[config.mk]
export PLATFORM = sky130hd
export DESIGN_NAME = assc_ctrl
export DESIGN_NICKNAME = d
export VERILOG_FILES = /design/src/rtl/assc_pkg.sv /design/src/rtl/assc_ctrl.sv
export SDC_FILE = /design/constraint.sdc
export NUM_CORES = 1
export LEC_CHECK = 0
export BUFFER_PORTS_ARGS = -buffer_cell sky130_fd_sc_hd__buf_2
export CAP_MARGIN = 20
export CORE_AREA = 2 2 39 41
export CTS_BUF_LIST = sky130_fd_sc_hd__clkbuf_8
export DETAILED_ROUTE_END_ITERATION = 8
export DIE_AREA = 0 0 41 43
export PLACE_DENSITY = 0.35
export RECOVER_POWER = 25
export SYNTH_ARGS = -nofsm -noshare
export SYNTH_HDL_FRONTEND = slang
export SYNTH_SLANG_ARGS = --single-unit
[constraint.sdc]
create_clock -name clk -period 0.8 [get_ports clk]
set_input_delay 0.12 -clock clk [delete_from_list [all_inputs] [get_ports clk]]
set_output_delay 0.12 -clock clk [all_outputs]
set_load 0.02 [all_outputs]
[src/rtl/assc_pkg.sv]
// Package for the adaptive step size controller: payload, config and
// command/status types, clamp codes and the log2/exp2 table entry functions.
// Depends on nothing.
package assc_pkg;

  localparam int VW = 48;
  localparam int GW = 24;
  localparam int TB = 8;

  typedef enum logic [1:0] {
    CLAMP_NONE = 2'd0,
    CLAMP_MAX  = 2'd1,
    CLAMP_MIN  = 2'd2
  } clamp_t;

  localparam logic [2:0] REG_INTERVAL = 3'd0;
  localparam logic [2:0] REG_EXPONENT = 3'd1;
  localparam logic [2:0] REG_MIN_GROWTH = 3'd2;
  localparam logic [2:0] REG_MAX_GROWTH = 3'd3;
  localparam logic [2:0] REG_MIN_STEP = 3'd4;
  localparam logic [2:0] REG_MAX_STEP = 3'd5;
  localparam logic [2:0] REG_INIT_STEP = 3'd6;

  typedef struct packed {
    logic [VW-1:0] time_now;
    logic [VW-1:0] norm_now;
  } in_word_t;

  typedef struct packed {
    logic [VW-1:0] step_size;
    logic          step_updated;
    logic [1:0]    growth_clamp;
    logic [1:0]    step_clamp;
  } out_word_t;

  typedef struct packed {
    logic [7:0]    update_interval;
    logic [15:0]   gain_exp;
    logic [GW-1:0] gain_lo;
    logic [GW-1:0] gain_hi;
    logic [VW-1:0] min_step;
    logic [VW-1:0] max_step;
    logic [VW-1:0] initial_step;
  } cfg_t;

  typedef struct packed {
    logic start;
    logic load;
  } dp_cmd_t;

  typedef struct packed {
    logic done;
  } dp_sts_t;

  function automatic logic [15:0] log_entry(input int i);
    logic [63:0] m;
    logic [15:0] r;
    m = (64'(1 << TB) + 64'(i)) << (30 - TB);
    r = '0;
    for (int k = 0; k < 16; k++) begin
      m = (m * m) >> 30;
      r = r << 1;
      if (m >= (64'd1 << 31)) begin
        r[0] = 1'b1;
        m = m >> 1;
      end
    end
    return r;
  endfunction

  function automatic logic [63:0] isqrt64(input logic [63:0] v_in);
    logic [63:0] v, res, b;
    v = v_in;
    res = '0;
    b = 64'd1 << 62;
    for (int k = 0; k < 32; k++) begin
      if (b > v && res == 0) begin
        b = b >> 2;
      end
    end
    for (int k = 0; k < 32; k++) begin
      if (b != 0) begin
        if (v >= res + b) begin
          v = v - (res + b);
          res = (res >> 1) + b;
        end else begin
          res = res >> 1;
        end
        b = b >> 2;
      end
    end
    return res;
  endfunction

  function automatic logic [16:0] exp_entry(input int i);
    logic [63:0] x, r;
    x = 64'd1 << 30;
    r = 64'd1 << 31;
    for (int k = 1; k <= TB; k++) begin
      r = isqrt64(r << 30);
      if (((i >> (TB - k)) & 1) != 0) begin
        x = (x * r) >> 30;
      end
    end
    return 17'((x + 64'd8192) >> 14);
  endfunction

endpackage

[src/rtl/assc_ctrl.sv]
// Controller for the adaptive step size controller: handshake, sequencing.
// Depends on assc_pkg.
module assc_ctrl (
  input  logic             clk,
  input  logic             rst_n,
  input  logic             in_valid,
  output logic             in_stall,
  output logic             out_valid,
  input  logic             out_stall,
  output assc_pkg::dp_cmd_t cmd,
  input  assc_pkg::dp_sts_t sts
);
  import assc_pkg::*;

  typedef enum logic [1:0] {S_IDLE, S_BUSY, S_OUT} state_t;
  state_t state_r, state_nxt;

  always_comb begin
    state_nxt = state_r;
    cmd.load = 1'b0;
    cmd.start = 1'b0;
    case (state_r)
      S_IDLE: begin
        if (in_valid) begin
          cmd.load = 1'b1;
          cmd.start = 1'b1;
          state_nxt = S_BUSY;
        end
      end
      S_BUSY: begin
        if (sts.done) begin
          state_nxt = S_OUT;
        end
      end
      S_OUT: begin
        if (!out_stall) begin
          state_nxt = S_IDLE;
        end
      end
      default: state_nxt = S_IDLE;
    endcase
  end

  assign in_stall = (state_r != S_IDLE) || !rst_n;
  assign out_valid = (state_r == S_OUT);

  always_ff @(posedge clk) begin
    if (!rst_n) begin
      state_r <= S_IDLE;
    end else begin
      state_r <= state_nxt;
    end
  end
endmodule

==> results_dict.tcl <==
set metrics [dict create \
    htree_levels 1 \
    routed_wl_um 343 \
    grt_pass1_wl_um 662 \
    hold_violations 0 \
    max-slew-margin-rel_pct 93.7 \
    p_sw_share_pct 21.9 \
    powerDensity_nw_per_um2 2230 \
    post-route-period-util_pct 130 \
    synth_seq_cells 2 \
    numPortBuffers 8 \
    wire_per_inst_um 8.17 \
    cap_violations 0 \
    drt_pass1_iterations 2 \
    worstSetupEndpointType "primary output" \
    arrival_ps 920 \
    syn2layout_area_growth_pct 165 \
    ios 9 \
    ys_seq_area_share_pct 36.4 \
    violations "negative setup slack" \
    p_sw_mw 0.142 \
    clkSinkCount 2 \
    start_kind "register" \
    fill_cells 148 \
    antenna_found_initial 0 \
    largest_register "state_r" \
    worstSkewPairLatency_ps 210 \
    fin_crit_ps 1040 \
    die_y_um 43 \
    most-common-layout-cells "7 x buf_6, 4 x buf_2, 3 x clkbuf_8, 2 x nand2b_1" \
    worst_slew_pin_slew_ps 95.1 \
    grt_usage_pct 6.21 \
    top_regs "state_r (2)" \
    p_total_mw 0.650 \
    core_sq_um 1380 \
    wl_met2_um 140 \
    synth_area_per_cell_sq_um 8.47 \
    syn-num-nets 18 \
    grt_pass1_vias 153 \
    num_vias 140 \
    fin_nets 33 \
    instances_no_fill 42 \
    setup_viol 6 \
    cts_buffers 3 \
    ant_nets 0 \
    status "complete, but fails checks" \
    die_area_sq_um 1760 \
    grt_max_degree 5 \
    mostFrequentLayoutCell "buf_6" \
    final_layout_size_suffix_gt1_share_pct 80.8 \
    start_util_pct 7.96 \
    gp_congestion 0.603 \
    seq_power_share_pct 17.7 \
    die_w_um 41 \
    rsz0062_at_grt "yes" \
    syn_area_sq_um 110 \
    ys_types 10 \
    cp_data_required_time_ps 680 \
    p_clk_share_pct 60.8 \
    crit_type "reg -> out" \
    n_antenna_cell 0 \
    fin_hold_ws_ps 138 \
    cts_tree "done" \
    ir_drop_mv 0.668 \
    avgViaCountPerCell 3.33 \
    wl_met1_um 159 \
    dp_cells 37 \
    synthCells 13 \
    leakagePower_nw 0.132 \
    power.share.combinational_pct 21.5 \
    fp-row-count 14 \
    critPathMaxFanout 4 \
    cts_max_path_buffers 2 \
    hold_path_class "in -> reg" \
    hold_buffers 0 \
    internal_power_mw 0.508 \
    largest_register_ffs 2 \
    max_freq_mhz 960 \
    setup_slack_ps -242 \
    clockRootBuffer "clkbuf_8" \
    drcViolationCount 0 \
    slew_viol_final 0 \
    ys_warn_count 0 \
    skew_ps 0.389 \
    drt_iter0_drc 1 \
    top_layer "met3" \
    grt_overflow 0 \
    clk_pin_slew_worst_paths_ps 30 \
    wl_met3_um 42 \
]
-- worst max-delay path, cell delays in order, from the launching register on --
cell     delay [ps]
dfxtp_2         320
nor2_2          120
and2_4          160
buf_6           110
-- power groups by stage --
stage                     combinational, mW  sequential [mW]  clock, mW
after detailed placement             0.0884            0.117          0
after CTS                             0.117            0.115      0.411
final                                 0.140            0.115      0.395
after global placement               0.0866            0.116          0
after global routing                  0.152            0.116      0.425
after floorplan                      0.0605            0.117          0
-- cell usage after synthesis --
cell type,count,area share (%)
a21oi_1,1,4.5
a31o_1,1,8.0
and2_1,1,5.7
and4b_1,1,9.1
buf_4,1,6.8
dfxtp_1,2,36
nand2_1,1,3.4
nand2b_1,3,17
nor2_1,1,3.4
nor2b_1,1,5.7
-- path summary, 6_finish.rpt --
check	startpoint	slack, ps	cells past startpoint	to
setup / recovery	state_r[1]$_SDFFE_PN0P_	-240	3	cmd[0]
hold / removal	out_stall	140	2	state_r[1]$_SDFFE_PN0P_
setup reg to reg	state_r[0]$_SDFFE_PN0P_	-110	3	state_r[1]$_SDFFE_PN0P_
hold reg to reg	state_r[1]$_SDFFE_PN0P_	540	2	state_r[0]$_SDFFE_PN0P_
-- stage by stage --
stage                     cell area [sq um]  util [%]  TNS (ps)  setup slack [ps]
after floorplan                         129         -     -36.5             -36.5
after global placement                  185      13.4      -144             -53.4
after detailed placement                185      13.4      -156             -52.6
after CTS                               259      18.7      -965              -255
after global routing                    292      21.1     -1290              -280
final                                   292      21.1     -1060              -242
-- per-layer routing --
layer / track usage (%) / vias to the layer above
met4: 8.00 / 0
met2: 5.94 / 9
li1: - / 71
met1: 7.64 / 60
met5: 0 / -
met3: 3.66 / 0
-- cells by family after synthesis --
kind of cell,after synthesis,share of synthesized area (%)
flops,2,36.4
simple gates,8,44.3
compound gates,2,12.5
buf+inv,1,6.82
-- timing repair --
action                                  CTS  global route
setup buffers                             1             1
gates resized for setup                   8             6
endpoints found under the setup margin    5             6
pin swaps                                 3             3
-- layout make-up --
type,count,area (sq um),area share (%)
Sequential cell,2,45.0,15.5
Clock buffer,3,41.3,14.2
Multi-Input combinational cell,10,86.3,29.6
Timing Repair Buffer,11,98.8,33.9
Tap cell,16,20.0,6.87
No activity file was read; power rests on OpenSTA's default activity.
